$ cat src/rtl/ipd_pkg.sv
// Shared types, constants and an angle helper for the IMU packet deframer.
`default_nettype none

package ipd_pkg;

  localparam int unsigned FRAME_BYTES = 26;
  localparam int unsigned CNT_W       = $clog2(FRAME_BYTES + 1);

  localparam logic [7:0] SYNC_BYTE = 8'hA6;

  typedef logic signed [17:0] angle_t;

  localparam angle_t HALF_TURN = 18'sd18000;
  localparam angle_t FULL_TURN = 18'sd36000;

  typedef enum logic [1:0] {
    ACT_BYTE   = 2'd0,
    ACT_REZERO = 2'd1,
    ACT_CLEAR  = 2'd2
  } action_e;

  typedef struct packed {
    action_e            action;
    logic [7:0]         rx_byte;
    logic signed [15:0] target_yaw;
  } in_t;

  typedef struct packed {
    logic signed [15:0] yaw_rel;
    logic signed [15:0] pitch_rel;
    logic signed [15:0] roll_rel;
    logic signed [15:0] roll_rate;
    logic signed [15:0] pitch_rate;
    logic signed [15:0] yaw_rate;
    logic signed [15:0] accel_x;
    logic signed [15:0] accel_y;
    logic signed [15:0] accel_z;
  } out_t;

  // Folds an angle difference back by one full turn if it lies outside a half turn.
  function automatic angle_t wrap_once(angle_t d);
    angle_t r;
    r = d;
    if (d > HALF_TURN) begin
      r = d - FULL_TURN;
    end else if (d < -HALF_TURN) begin
      r = d + FULL_TURN;
    end
    return r;
  endfunction

endpackage

`default_nettype wire

$ cat src/rtl/ipd_cell.sv
// One byte cell of the deframer's shift line.
`default_nettype none

module ipd_cell
  import ipd_pkg::*;
(
  input  wire logic       clk_i,
  input  wire logic       rst_ni,
  input  wire logic       shift_i,
  input  wire logic [7:0] byte_i,
  output logic      [7:0] byte_o
);

  logic [7:0] byte_q;
  logic [7:0] byte_d;

  assign byte_d = shift_i ? byte_i : byte_q;

  always_ff @(posedge clk_i or negedge rst_ni) begin
    if (!rst_ni) begin
      byte_q <= '0;
    end else begin
      byte_q <= byte_d;
    end
  end

  assign byte_o = byte_q;

endmodule

`default_nettype wire

$ cat src/rtl/ipd_rel.sv
// Wraps and saturates one relative angle into plus or minus a half turn.
`default_nettype none

module ipd_rel
  import ipd_pkg::*;
(
  input  wire angle_t             diff_i,
  output logic signed [15:0]      rel_o
);

  angle_t wrapped;
  angle_t clipped;

  always_comb begin
    wrapped = wrap_once(diff_i);
    clipped = wrapped;
    if (wrapped > HALF_TURN) begin
      clipped = HALF_TURN;
    end else if (wrapped < -HALF_TURN) begin
      clipped = -HALF_TURN;
    end
    rel_o = clipped[15:0];
  end

endmodule

`default_nettype wire

$ cat src/rtl/imu_packet_deframer.sv
// Top level of the IMU packet deframer: byte shift line, packet match and angle output.
`default_nettype none

// Takes one request per cycle while not stalled. Received bytes shift into a 26-cell
// byte line whose checksum over bytes 2..24 is kept as a running 8-bit sum; the cycle
// after the byte that fills the line, the header and checksum are checked, and a match
// empties the line. A packet's result passes first the result stage, which holds the
// angle differences against the held reference, and then the output register, which
// takes them wrapped and saturated. Requests keep being accepted while a result waits downstream;
// only while the line holds 25 bytes, so that the next byte could complete a window, is
// every request held off until the result path is empty.
// Rezero and clear requests take effect at once, after any packet checked in the same
// cycle.
module imu_packet_deframer
  import ipd_pkg::*;
(
  input  wire logic clk_i,
  input  wire logic rst_ni,
  input  wire logic in_valid_i,
  output logic      in_stall_o,
  input  wire in_t  in_data_i,
  output logic      out_valid_o,
  input  wire logic out_stall_i,
  output out_t      out_data_o
);

  typedef struct packed {
    angle_t             yaw_diff;
    angle_t             pitch_diff;
    angle_t             roll_diff;
    logic signed [15:0] roll_rate;
    logic signed [15:0] pitch_rate;
    logic signed [15:0] yaw_rate;
    logic signed [15:0] accel_x;
    logic signed [15:0] accel_y;
    logic signed [15:0] accel_z;
  } diff_t;

  logic [7:0] win [FRAME_BYTES];

  logic             in_take;
  logic             byte_take;
  logic [CNT_W-1:0] cnt_q, cnt_d, cnt_eff;
  logic [7:0]       sum_q, sum_d;
  logic             full;
  logic             match;

  logic   have_q, have_d;
  angle_t ref_yaw_q, ref_yaw_d;
  angle_t ref_pitch_q, ref_pitch_d;
  angle_t ref_roll_q, ref_roll_d;
  angle_t last_yaw_q, last_yaw_d;

  angle_t roll_cur, pitch_cur, yaw_cur;

  logic  s1_valid_q, s1_valid_d;
  logic  s1_move;
  diff_t s1_q, s1_d;

  logic  out_valid_q, out_valid_d;
  out_t  out_q, out_d;
  logic signed [15:0] yaw_rel, pitch_rel, roll_rel;

  // Shift line: cell 0 holds the oldest byte, the last cell the newest.
  for (genvar k = 0; k < FRAME_BYTES; k++) begin : g_cell
    if (k == FRAME_BYTES - 1) begin : g_tail
      ipd_cell u_cell (
        .clk_i   (clk_i),
        .rst_ni  (rst_ni),
        .shift_i (byte_take),
        .byte_i  (in_data_i.rx_byte),
        .byte_o  (win[k])
      );
    end else begin : g_body
      ipd_cell u_cell (
        .clk_i   (clk_i),
        .rst_ni  (rst_ni),
        .shift_i (byte_take),
        .byte_i  (win[k+1]),
        .byte_o  (win[k])
      );
    end
  end

  function automatic angle_t neg_word(logic [7:0] lo, logic [7:0] hi);
    logic signed [15:0] w;
    w = $signed({hi, lo});
    return -angle_t'(w);
  endfunction

  assign in_take   = in_valid_i && !in_stall_o;
  assign byte_take = in_take && (in_data_i.action == ACT_BYTE);

  assign full  = (cnt_q == CNT_W'(FRAME_BYTES));
  assign match = full && (win[0] == SYNC_BYTE) && (win[1] == SYNC_BYTE)
                 && (sum_q == win[FRAME_BYTES-1]);

  always_comb begin
    cnt_eff = cnt_q;
    if (full) begin
      cnt_eff = match ? '0 : CNT_W'(FRAME_BYTES - 1);
    end
    cnt_d = byte_take ? cnt_eff + CNT_W'(1) : cnt_eff;
  end

  // The sum covers cells 2..24, which after a shift are the old cells 3..25.
  assign sum_d = byte_take ? (sum_q - win[2] + win[FRAME_BYTES-1]) : sum_q;

  assign in_stall_o = (cnt_eff == CNT_W'(FRAME_BYTES - 1)) && (s1_valid_q || out_valid_q);

  assign roll_cur  = neg_word(win[3], win[4]);
  assign pitch_cur = neg_word(win[5], win[6]);
  assign yaw_cur   = neg_word(win[7], win[8]);

  always_comb begin
    have_d      = have_q;
    ref_yaw_d   = ref_yaw_q;
    ref_pitch_d = ref_pitch_q;
    ref_roll_d  = ref_roll_q;
    last_yaw_d  = last_yaw_q;
    if (match) begin
      if (!have_q) begin
        have_d      = 1'b1;
        ref_yaw_d   = yaw_cur;
        ref_pitch_d = pitch_cur;
        ref_roll_d  = roll_cur;
      end
      last_yaw_d = yaw_cur;
    end
    if (in_take) begin
      unique case (in_data_i.action)
        ACT_REZERO: ref_yaw_d = wrap_once(last_yaw_d - angle_t'(in_data_i.target_yaw));
        ACT_CLEAR:  have_d = 1'b0;
        default: ;
      endcase
    end
  end

  // Without a reference the packet becomes its own zero.
  always_comb begin
    s1_d.yaw_diff   = have_q ? (yaw_cur - ref_yaw_q) : '0;
    s1_d.pitch_diff = have_q ? (pitch_cur - ref_pitch_q) : '0;
    s1_d.roll_diff  = have_q ? (roll_cur - ref_roll_q) : '0;
    s1_d.roll_rate  = $signed({win[10], win[9]});
    s1_d.pitch_rate = $signed({win[12], win[11]});
    s1_d.yaw_rate   = $signed({win[14], win[13]});
    s1_d.accel_x    = $signed({win[16], win[15]});
    s1_d.accel_y    = $signed({win[18], win[17]});
    s1_d.accel_z    = $signed({win[20], win[19]});
  end

  assign s1_move    = s1_valid_q && (!out_valid_q || !out_stall_i);
  assign s1_valid_d = match || (s1_valid_q && !s1_move);

  ipd_rel u_rel_yaw   (.diff_i(s1_q.yaw_diff),   .rel_o(yaw_rel));
  ipd_rel u_rel_pitch (.diff_i(s1_q.pitch_diff), .rel_o(pitch_rel));
  ipd_rel u_rel_roll  (.diff_i(s1_q.roll_diff),  .rel_o(roll_rel));

  always_comb begin
    out_d            = out_q;
    out_valid_d      = out_valid_q && out_stall_i;
    if (s1_move) begin
      out_valid_d      = 1'b1;
      out_d.yaw_rel    = yaw_rel;
      out_d.pitch_rel  = pitch_rel;
      out_d.roll_rel   = roll_rel;
      out_d.roll_rate  = s1_q.roll_rate;
      out_d.pitch_rate = s1_q.pitch_rate;
      out_d.yaw_rate   = s1_q.yaw_rate;
      out_d.accel_x    = s1_q.accel_x;
      out_d.accel_y    = s1_q.accel_y;
      out_d.accel_z    = s1_q.accel_z;
    end
  end

  always_ff @(posedge clk_i or negedge rst_ni) begin
    if (!rst_ni) begin
      cnt_q       <= '0;
      sum_q       <= '0;
      have_q      <= 1'b0;
      ref_yaw_q   <= '0;
      ref_pitch_q <= '0;
      ref_roll_q  <= '0;
      last_yaw_q  <= '0;
      s1_valid_q  <= 1'b0;
      out_valid_q <= 1'b0;
    end else begin
      cnt_q       <= cnt_d;
      sum_q       <= sum_d;
      have_q      <= have_d;
      ref_yaw_q   <= ref_yaw_d;
      ref_pitch_q <= ref_pitch_d;
      ref_roll_q  <= ref_roll_d;
      last_yaw_q  <= last_yaw_d;
      s1_valid_q  <= s1_valid_d;
      out_valid_q <= out_valid_d;
    end
  end

  always_ff @(posedge clk_i) begin
    if (match) begin
      s1_q <= s1_d;
    end
    out_q <= out_d;
  end

  assign out_valid_o = out_valid_q;
  assign out_data_o  = out_q;

  // A packet found while the first result stage is still occupied would be lost.
  assert property (@(posedge clk_i) disable iff (!rst_ni) !(match && s1_valid_q))
    else $error("packet match while result stage busy");

  assert property (@(posedge clk_i) disable iff (!rst_ni) cnt_q <= CNT_W'(FRAME_BYTES))
    else $error("window count beyond frame length");

  assert property (@(posedge clk_i) disable iff (!rst_ni)
      out_valid_o |-> (out_data_o.yaw_rel <= 16'sd18000) && (out_data_o.yaw_rel >= -16'sd18000))
    else $error("yaw output outside half turn");

  assert property (@(posedge clk_i) disable iff (!rst_ni) match |=> (cnt_q <= CNT_W'(1)))
    else $error("window not emptied after packet");

endmodule

`default_nettype wire

$ cat config.mk
export PLATFORM = sky130hd
export DESIGN_NAME = imu_packet_deframer
export DESIGN_NICKNAME = d
export VERILOG_FILES = /design/src/rtl/ipd_pkg.sv /design/src/rtl/ipd_cell.sv /design/src/rtl/ipd_rel.sv /design/src/rtl/imu_packet_deframer.sv
export SDC_FILE = /design/constraint.sdc
export NUM_CORES = 1
export LEC_CHECK = 0
export BUFFER_PORTS_ARGS = -buffer_cell sky130_fd_sc_hd__buf_2
export CAP_MARGIN = 15
export CORE_MARGIN = 8
export CORE_UTILIZATION = 30
export DETAILED_ROUTE_END_ITERATION = 10
export SLEW_MARGIN = 20
export SYNTH_ARGS = -nofsm -noshare
export SYNTH_HDL_FRONTEND = slang
export SYNTH_SLANG_ARGS = --single-unit
$ cat constraint.sdc
create_clock -name clk_i -period 33.9 [get_ports clk_i]
set_clock_uncertainty 0.05 [all_clocks]
set_input_delay 6.78 -clock clk_i [delete_from_list [all_inputs] [get_ports clk_i]]
set_output_delay 6.78 -clock clk_i [all_outputs]
set_load 0.005 [all_outputs]
After elaboration in Yosys (flattened, before gate mapping)

Index checks and enable logic that the tools add are counted.

Bits in registers: 590
Latch bits: 0
Memory bits (writable): 0
Memory bits (read-only): 0
Output and inout port bits: 146
Memories kept: 0

Add/subtract/negate cells: 18
Multipliers: 0
Div/mod/pow operators: 0
Magnitude comparators: 14
Equal/unequal tests: 7
Shift-type cells: 0
Muxes and demuxes: 23
Bitwise gates (word level): 1
Reductions and logical operators: 21

Operator list:

| kind                                                                            | number |
|---|---|
| 18-bit 2-to-1 mux                                                               | 13 |
| 18-bit by 16-bit > comparator with 1-bit output (second input constant)         | 7 |
| 18-bit by 16-bit less-than comparator with 1-bit output (second input constant) | 7 |
| 18-bit by 17-bit adder with 18-bit output (second input constant)               | 4 |
| 18-bit by 17-bit subtractor with 18-bit output (second input constant)          | 4 |
| 16-bit negation with 18-bit output                                              | 3 |
| 18-bit subtractor                                                               | 3 |
| 16-bit 2-to-1 mux                                                               | 3 |
| 18-bit by 16-bit subtractor with 18-bit output                                  | 1 |
| 8-bit equality test (second input constant)                                     | 2 |
| 5-bit 2-to-1 mux                                                                | 3 |
| 5-bit equality test (second input constant)                                     | 2 |
| 1-bit logical AND                                                               | 9 |
| 8-bit adder                                                                     | 1 |
| 8-bit equality test                                                             | 1 |
| 8-bit subtractor                                                                | 1 |
| 2-bit OR reduction                                                              | 3 |
| 5-bit by 1-bit adder with 5-bit output (second input constant)                  | 1 |
| 1-bit logical NOT                                                               | 4 |
| 1-bit 2-to-1 mux                                                                | 4 |
| 1-bit logical OR                                                                | 3 |
| 2-bit by 1-bit equality test with 1-bit output (second input constant)          | 1 |
| 2-bit equality test (second input constant)                                     | 1 |
| 2-bit logical NOT                                                               | 1 |
| 2 further kinds                                                                 | 2 |

Longest topological paths before layout

Gate-level depths: netlist of run 1.

Depth in word-level cells: 12
Mapped depth: 23
Depth with buffers taken out: 22

Cells and area by module

Synthesis of run 1 repeated with hierarchy kept, for this count alone.

Cells, all modules: 2454
Area total of the unflattened synthesis: 30075.1 um2

Modules (own cells, without submodules):

| module              | instances | cells an instance | area each (um2) | seq. area each (um2) |
|---|---|---|---|---|
| imu_packet_deframer | 1         | 1502              | 18158.7         | 11030.6 |
| ipd_cell            | 26        | 17                | 331.6           | 200.2 |
| ipd_rel             | 3         | 170               | 1098.6          | 0.0 |

Worst setup path after synthesis of run 1

Ideal clock, no wire load.

Path type: in2reg
Start point: in out_stall_i
End point: reg out_q (netlist bit out_data_o[0]) (enable)
Arrival time: 17.178 ns
Required time: 32.984 ns
Slack: 15.806 ns
Stages: 1
Path buffers: 0
Path through: a21boi_0

Word-level cells in the longest chain between the ends: 3

RTL lines:

| item                 | line                       | RTL |
|---|---|---|
| from (decl)          | imu_packet_deframer.sv:23  | `input wire logic out_stall_i,` |
| 1-bit logical NOT    | imu_packet_deframer.sv:152 | `assign s1_move = s1_valid_q && (!out_valid_q \|\| !out_stall_i);` |
| 1-bit logical OR     | imu_packet_deframer.sv:152 |  |
| 1-bit logical AND    | imu_packet_deframer.sv:152 |  |
| to (signal assigned) | imu_packet_deframer.sv:204 | `out_q <= out_d;` |
| to (decl)            | imu_packet_deframer.sv:61  | `out_t out_q, out_d;` |

No other way between the ends.
A chain may end at the register's enable or synchronous reset.

Worst setup path in the final report of run 1

Start point: reg cnt_q[2]
End point: out in_stall_o

Word-level cells in the longest chain between the ends: 8

RTL lines:

| item                            | line                       | RTL |
|---|---|---|
| from (decl)                     | imu_packet_deframer.sv:43  | `logic [CNT_W-1:0] cnt_q, cnt_d, cnt_eff;` |
| from (signal assigned)          | imu_packet_deframer.sv:188 | `cnt_q <= cnt_d;` |
| 5-bit equality test             | imu_packet_deframer.sv:94  | `assign full = (cnt_q == CNT_W'(FRAME_BYTES));` |
| 1-bit logical AND (2 in series) | imu_packet_deframer.sv:95  | `assign match = full && (win[0] == SYNC_BYTE) && (win[1] == SYNC_BYTE)` |
| 1-bit logical AND               | imu_packet_deframer.sv:96  | `&& (sum_q == win[FRAME_BYTES-1]);` |
| 5-bit 2-to-1 mux                | imu_packet_deframer.sv:101 | `cnt_eff = match ? '0 : CNT_W'(FRAME_BYTES - 1);` |
| 5-bit 2-to-1 mux *              | imu_packet_deframer.sv:100 | `if (full) begin` |
| 5-bit equality test *           | imu_packet_deframer.sv:109 | `assign in_stall_o = (cnt_eff == CNT_W'(FRAME_BYTES - 1)) && (s1_valid_q \|\| out_valid_q);` |
| 1-bit logical AND *             | imu_packet_deframer.sv:109 |  |
| to (decl)                       | imu_packet_deframer.sv:20  | `output logic in_stall_o,` |

Mark *: on every way between the ends. The rest lies on a longest branch, timed or not.

==> reports/metrics.yaml, run 1 <==
floorplan.die.width_um: 322
post-place-cells: 4059
swShare_pct: 26.6
grt_overflow_total: 0
max_clock_freq_ghz: 0.0992
cts.repair_timing.setup_buffer_count: 0
slowest_cell_delay_on_critical_path_ns: 0.54
cp_cell_sequence: "nand2b_1, or3_1, or4b_1, buf_4, a21o_1, ha_1, o21ai_0, nor3_1, buf_2"
number_of_hold_buffers_added_after_cts: 0
numCtsBuffers: 70
detail_route.first_pass.iterations: 5
yosys-top-cells-area: "sky130_fd_sc_hd__edfxtp_1 (31%), sky130_fd_sc_hd__dfrtp_1 (26%), sky130_fd_sc_hd__nand2_1 (10%)"
register_area_share_after_synthesis_pct: 57.9
detailedPlacementHpwl_um: 44000
first_pass_grt_wire_length_um: 103000
cp_slowest_cell: "sky130_fd_sc_hd__or4b_1"
netlist_area_mm2: 0.0281
layout.core_utilization_pct: 35.1
maximum_clock_path_buffer_count: 3
timing.setup.critical_path_class: "register to output port"
global_route.usage.total_pct: 12.2
pwr-share-seq_pct: 43.4
report.final.hold_viol_count: 0
top_level_ports: 176
gp_routability_congestion: 0.821
remaining_drc_errors: 0
final.period_utilization_pct: 29.7
worst_setup_path_start_kind: "register"
cts.sinks: 590
clk_pin_slew_ns: 0.06
drive_gt1_share_pct: 11.8
row_count: 112
syn_avg_cell_area_um2: 10.3
path_buf_inv: 2
worst_pin_slew_ns: 1.10
yosysTopAreaCell: "sky130_fd_sc_hd__edfxtp_1"
ir_drop_v: 0.0000293
power_density_mw_per_mm2: 57.6
power.internal_w: 0.00138
slew_headroom_pct: 26.3
synth_edf_count: 294
synth_flop_cell: "sky130_fd_sc_hd__dfrtp_1"
worst-endpoint-arrival_ns: 3.25
initial_cell_density_of_the_core_pct: 30.1
worst_r2r_path_depth: 19
pwr-share-comb_pct: 15.0
drt-vias-per-instance: 4.56
design.die.area_mm2: 0.104
nNetsFinal: 3007
setup_viol_count_final: 0
cap_violations: 0
static-leakage-power_nw: 14.3
final_antenna_net_count: 0
first_global_vias: 18600
grt_antenna_before_repair: 4
clock_latency_ns: 0.62
yosys-top-cells-count: "sky130_fd_sc_hd__nand2_1 (758), sky130_fd_sc_hd__dfrtp_1 (296), sky130_fd_sc_hd__edfxtp_1 (294)"
htree_levels: 3
worstHoldPathCells: 0
postSynthNetCount: 2863
worst_path_dominant_cell_family: "simple AND/OR/NAND/NOR gates"
yosys.cell_count.top_type: "sky130_fd_sc_hd__nand2_1"
fillCellCount: 9418
worstHoldPathType: "register to register"
depth_of_the_critical_timing_path_with_buffers_and_inverters_included: 9
clock_tree.root_cell: "sky130_fd_sc_hd__clkbuf_16"
largest_net_degree_at_the_start_of_global_routing: 222
setup.worst_path.end_class: "output port"
critPathRequiredTime_ns: 27.07
routed_wire_length_per_instance_um: 15.4
routed-via-count: 19100
status: "complete, no violations"
yosysWarnings: 0
p_sw_w: 0.000501
post_layout_nonfiller_instances: 4191
synth_top_area_share_pct: 31.5
postSynthCellCount: 2733
core_ar_mm2: 0.0930
power_frac_clock_pct: 41.6
fin_setup_tns_ns: 0
maxSlewViolCount: 0
async_flop_share_pct: 50.2
drtIter0Drc: 1172
synth.lib_cells_used.distinct: 87
rsz0062_at_grt: "no"
die-height_um: 322
io_buffer_count: 175
cts_tree: "built"
post-route-min-period_ns: 10.08
syn2layout_area_growth_pct: 16.6
routed_wirelength_um: 64500
postSynthRegisterBits: 590
post_cts.resized_instances: 0
crit_fanout: 39
==> placed cells by master (no fill, tap or decap), types with 12 or more instances in the layout <==
cell	n
sky130_fd_sc_hd__buf_4	17
sky130_fd_sc_hd__edfxtp_1	294
sky130_fd_sc_hd__a21o_1	31
sky130_fd_sc_hd__o21a_1	19
sky130_fd_sc_hd__nor2_1	85
sky130_fd_sc_hd__xor2_1	61
sky130_fd_sc_hd__nand4_1	16
sky130_fd_sc_hd__o22ai_1	17
sky130_fd_sc_hd__nand3_1	22
sky130_fd_sc_hd__ha_1	89
sky130_fd_sc_hd__xnor2_1	96
sky130_fd_sc_hd__nor3_1	44
sky130_fd_sc_hd__clkinv_2	12
sky130_fd_sc_hd__o21ai_0	172
sky130_fd_sc_hd__buf_2	174
sky130_fd_sc_hd__a21oi_1	79
sky130_fd_sc_hd__inv_1	164
sky130_fd_sc_hd__clkbuf_16	72
sky130_fd_sc_hd__o32ai_1	13
sky130_fd_sc_hd__and2_1	64
sky130_fd_sc_hd__nand2b_1	12
sky130_fd_sc_hd__nor2b_1	28
sky130_fd_sc_hd__dfrtp_1	295
sky130_fd_sc_hd__or3_1	16
sky130_fd_sc_hd__nand2_1	758
==> layer usage <==
metal / share of wire [%] / vias to the layer above / routed length (µm) / global-route usage [%]
met4: 2.9 / 4 / 1870 / 4.50
li1: - / 9637 / - / -
met2: 48 / 292 / 30800 / 20.3
met1: 45 / 9081 / 29300 / 16.0
met5: 0.040 / - / 26 / 0
met3: 3.9 / 106 / 2500 / 2.12
==> stage by stage <==
step                hold slack [ns]  total power [W]  setup WS [ns]  area [µm²]
floorplan                     0.350          0.00105          15.81       28100
global placement              0.352          0.00111          23.28       30200
detailed placement            0.355          0.00111          23.24       30200
CTS                           0.360          0.00192          23.73       32700
global route                  0.364          0.00199          23.58       32700
finish                        0.356          0.00188          23.82       32700
==> worst reg2reg max path: cells and delay by family, from the launching register on <==
family	cells	cell delay [ns]
AND/OR/NAND/NOR	7	2.49
XOR/XNOR	2	0.43
adder cells (fa/ha/maj)	2	0.63
AO/OA/AOI/OAI	6	1.52
buffers and inverters	2	0.34
flip-flops	1	0.41
==> logic make-up (layout without fill, tap and decap cells) <==
logic type / count (synthesis) / count (layout) / synth area share (%)
buf+inv: 286 / 488 / 3.88
other cells: 0 / 2 / 0
compound gates: 468 / 468 / 10.7
simple gates: 1124 / 1124 / 17.6
flops: 590 / 590 / 57.9
fa+ha+maj: 100 / 100 / 4.75
mux: 8 / 8 / 0.312
xor+xnor: 157 / 157 / 4.90
==> final cells by class <==
cell class / count / area [µm²] / share of cell area (%)
Clock buffer: 86 / 1900 / 5.82
Antenna cell: 2 / 5.00 / 0.0153
Inverter: 164 / 616 / 1.88
Multi-Input combinational cell: 1857 / 10800 / 32.9
Tap cell: 1254 / 1570 / 4.80
Timing Repair Buffer: 194 / 1040 / 3.20
Clock inverter: 44 / 551 / 1.68
Sequential cell: 590 / 16200 / 49.7
==> power groups by stage <==
stage | logic [W] | clock network, W | registers (W)
2_1_floorplan | 0.000225 | 0 | 0.000823
6_report | 0.000282 | 0.000783 | 0.000817
5_1_grt | 0.000326 | 0.000839 | 0.000822
3_5_place_dp | 0.000284 | 0 | 0.000830
4_1_cts | 0.000286 | 0.000812 | 0.000817
3_3_place_gp | 0.000279 | 0 | 0.000829
==> flip-flops by register name, summed over array words and instances (netlist names) <==
signal	cells
cnt_q	5
last_yaw_q	18
out_data_o	144
ref_roll_q	18
ref_pitch_q	18
g_cell.g_tail.u_cell.byte_o	8
s1_valid_q	1
ref_yaw_q	18
g_cell.g_body.u_cell.byte_o	200
out_valid_o	1
s1_q	150
have_q	1
sum_q	8
==> worst paths after layout <==
check | from | to | slack (ns)
worst max-delay path | cnt_q[2] | in_stall_o | 23.82
worst min-delay path | s1_q[73] | out_data_o[73] | 0.36
worst max register to register | cnt_q[2] | ref_yaw_q[11] | 27.93
worst min register to register | s1_q[73] | out_data_o[73] | 0.36
max in group asynchronous | rst_ni | have_q | 25.53
min in group asynchronous | rst_ni | g_cell[14].g_body.u_cell.byte_o[3] | 6.12
No activity file was read; power rests on OpenSTA's default activity.
==> run 2, diff against run 1 <==
==> constraint.sdc (replaced) <==
create_clock -name clk_i -period 9.2 [get_ports clk_i]
set_clock_uncertainty 0.05 [all_clocks]
set_input_delay 1.84 -clock clk_i [delete_from_list [all_inputs] [get_ports clk_i]]
set_output_delay 1.84 -clock clk_i [all_outputs]
set_load 0.005 [all_outputs]
==> run 2 against run 1 <==
Non-clock buffer count is 4 lower. First-iteration DRC count is 11% higher. Via count is 0.20% higher. Core utilization is 0.15 points lower. Critical path type is now register to register.
==> reports/metrics.yaml, run 2 (synthesis gave the netlist of run 1 again) <==
final_antenna_net_count: 0  # unchanged
maximum_clock_path_buffer_count: 3  # unchanged
routed-via-count: 19200  # was 19.1k
nNetsFinal: 3002  # was 3007
grt_overflow_total: 0  # unchanged
floorplan.die.width_um: 322  # unchanged
final_common_cell: "sky130_fd_sc_hd__nand2_1"  # unchanged
critPathRequiredTime_ns: 9.67  # was 27.07 ns
first_global_vias: 18900  # was 18.6k
detail_route.first_pass.iterations: 5  # unchanged
design.die.area_mm2: 0.104  # unchanged
fin_setup_tns_ns: 0  # unchanged
clock_tree.root_cell: "sky130_fd_sc_hd__clkbuf_16"  # unchanged
grt_antenna_before_repair: 0  # was 4
htree_levels: 3  # unchanged
drt-vias-per-instance: 4.58  # was 4.56
cap_violations: 0  # unchanged
worstHoldPathType: "register to register"  # unchanged
clk_pin_slew_ns: 0.06  # about the same
status: "complete, no violations"  # unchanged
slew_headroom_pct: 24.1  # was 26.3%
post_cts.resized_instances: 0  # unchanged
cts.repair_timing.setup_buffer_count: 0  # unchanged
worst-endpoint-arrival_ns: 6.32  # was 3.25 ns
cts_tree: "built"  # unchanged
fillCellCount: 9429  # was 9418
report.final.hold_viol_count: 0  # unchanged
row_count: 112  # unchanged
worst_setup_timing_slack_at_the_placement_stage_ns: 3.40  # was 23.24 ns
worst_pin_slew_ns: 1.14  # was 1.10 ns
maxSlewViolCount: 0  # unchanged
core_ar_mm2: 0.0930  # unchanged
max_clock_freq_ghz: 0.171
remaining_drc_errors: 0  # unchanged
timing.setup.critical_path_class: "register to register"  # was register to output port
die-height_um: 322  # unchanged
antennaDiodeCount: 0  # was 2
setup.worst_path.end_class: "register"  # was output port
layout_common_cells: "sky130_fd_sc_hd__nand2_1 (757), sky130_fd_sc_hd__dfrtp_1 (296), sky130_fd_sc_hd__edfxtp_1 (294), sky130_fd_sc_hd__buf_2 (174), sky130_fd_sc_hd__o21ai_0 (172)"  # was sky130_fd_sc_hd__nand2_1 (758), sky130_fd_sc_hd__dfrtp_1 (295), sky130_fd_sc_hd__edfxtp_1 (294), sky130_fd_sc_hd__buf_2 (174), sky130_fd_sc_hd__o21ai_0 (172)
final.period_utilization_pct: 63.6
global_route.usage.total_pct: 12.1  # was 12.2%
drive_gt1_share_pct: 11.5  # was 11.8%
initial_cell_density_of_the_core_pct: 30.1  # unchanged
clock_latency_ns: 0.62  # about the same
layout_setup_ws_ns: 3.35  # was 23.82 ns
number_of_hold_buffers_added_after_cts: 0  # unchanged
crit_fanout: 39  # unchanged
power_density_mw_per_mm2: 209  # was 57.6 mW/mm²
top_level_ports: 176  # unchanged
largest_net_degree_at_the_start_of_global_routing: 222  # unchanged
ir_drop_v: 0.000120  # was 0.0000293 V
rsz0062_at_grt: "no"  # unchanged
first_pass_grt_wire_length_um: 103000  # about the same
setup_viol_count_final: 0  # unchanged
syn2layout_area_growth_pct: 16.0  # was 16.6%
gp_routability_congestion: 0.836  # was 0.821
static-leakage-power_nw: 14.3  # about the same
routed_wirelength_um: 63400  # was 64500 µm
io_buffer_count: 175  # unchanged
largest_reg_flops: 200  # unchanged
numCtsBuffers: 69  # was 70
drtIter0Drc: 1302  # was 1172
routed_wire_length_per_instance_um: 15.2  # was 15.4 µm
layout.core_utilization_pct: 35.0  # was 35.1%
whs_ns: 0.357  # was 0.356 ns
cts.sinks: 590  # unchanged
detailedPlacementHpwl_um: 43000  # was 44000 µm
post-route-min-period_ns: 5.85
worst_setup_path_start_kind: "register"  # unchanged
run 2: worst max-delay path: stages, from the launching register on:
cell and delay [ns]:
sky130_fd_sc_hd__dfrtp_1 0.39, sky130_fd_sc_hd__nor4bb_1 0.36, sky130_fd_sc_hd__nand4_1 0.30, sky130_fd_sc_hd__nor2_1 0.15
sky130_fd_sc_hd__or4b_1 0.43, sky130_fd_sc_hd__buf_4 0.26, sky130_fd_sc_hd__a21oi_1 0.24, sky130_fd_sc_hd__ha_1 0.21
sky130_fd_sc_hd__inv_1 0.06, sky130_fd_sc_hd__fa_1 0.41, sky130_fd_sc_hd__nand3_1 0.14, sky130_fd_sc_hd__and2_1 0.19
sky130_fd_sc_hd__o21ai_0 0.12, sky130_fd_sc_hd__xor2_1 0.24, sky130_fd_sc_hd__or4b_2 0.70, sky130_fd_sc_hd__a311oi_1 0.39
sky130_fd_sc_hd__o31a_1 0.43, sky130_fd_sc_hd__nor3b_1 0.23, sky130_fd_sc_hd__a31oi_1 0.07, sky130_fd_sc_hd__xor2_1 0.18
sky130_fd_sc_hd__o21ai_0 0.15
run 2: power breakdown:
group	switching (W)	total (W)	internal, W
logic	0.000593	0.00105	0.000454
registers	0.0000993	0.00301	0.00291
clock network	0.00114	0.00273	0.00159
total	0.00183	0.00679	0.00496
run 2: layout make-up:
cell class / instances / area (µm²) / share of cell area (%)
Clock buffer: 98 / 1960 / 6.01
Clock inverter: 29 / 343 / 1.05
Inverter: 164 / 616 / 1.89
Multi-Input combinational cell: 1857 / 10800 / 33.1
Sequential cell: 590 / 16200 / 49.9
Tap cell: 1254 / 1570 / 4.82
Timing Repair Buffer: 190 / 1060 / 3.24
run 2: worst paths after layout:
path	from	endpoint	depth (start not counted)	slack [ns]
worst max-delay path	g_cell[1].g_body.u_cell.byte_o[4]	ref_yaw_q[11]	20	3.35
worst min-delay path	s1_q[5]	out_data_o[5]	0	0.36
worst max register to register	g_cell[1].g_body.u_cell.byte_o[4]	ref_yaw_q[11]	20	3.35
worst min register to register	s1_q[5]	out_data_o[5]	0	0.36
max in group asynchronous	rst_ni	ref_yaw_q[0]	2	6.66
min in group asynchronous	rst_ni	g_cell[13].g_body.u_cell.byte_o[5]	1	1.13
run 2: per-stage QoR:
stage	total power, W	cell area (µm²)	instances
finish	0.00679	32600	4182
global route	0.00717	32600	4182
CTS	0.00689	32500	4181
detailed placement	0.00411	30200	4054
global placement	0.00409	30200	4054
floorplan	0.00386	28100	2733
run 2: layer usage:
layer | GRT usage, % | share of wire, %
met1 | 16.1 | 46
met2 | 20.2 | 48
met3 | 2.02 | 3.7
met4 | 3.50 | 1.8
met5 | 0 | 0
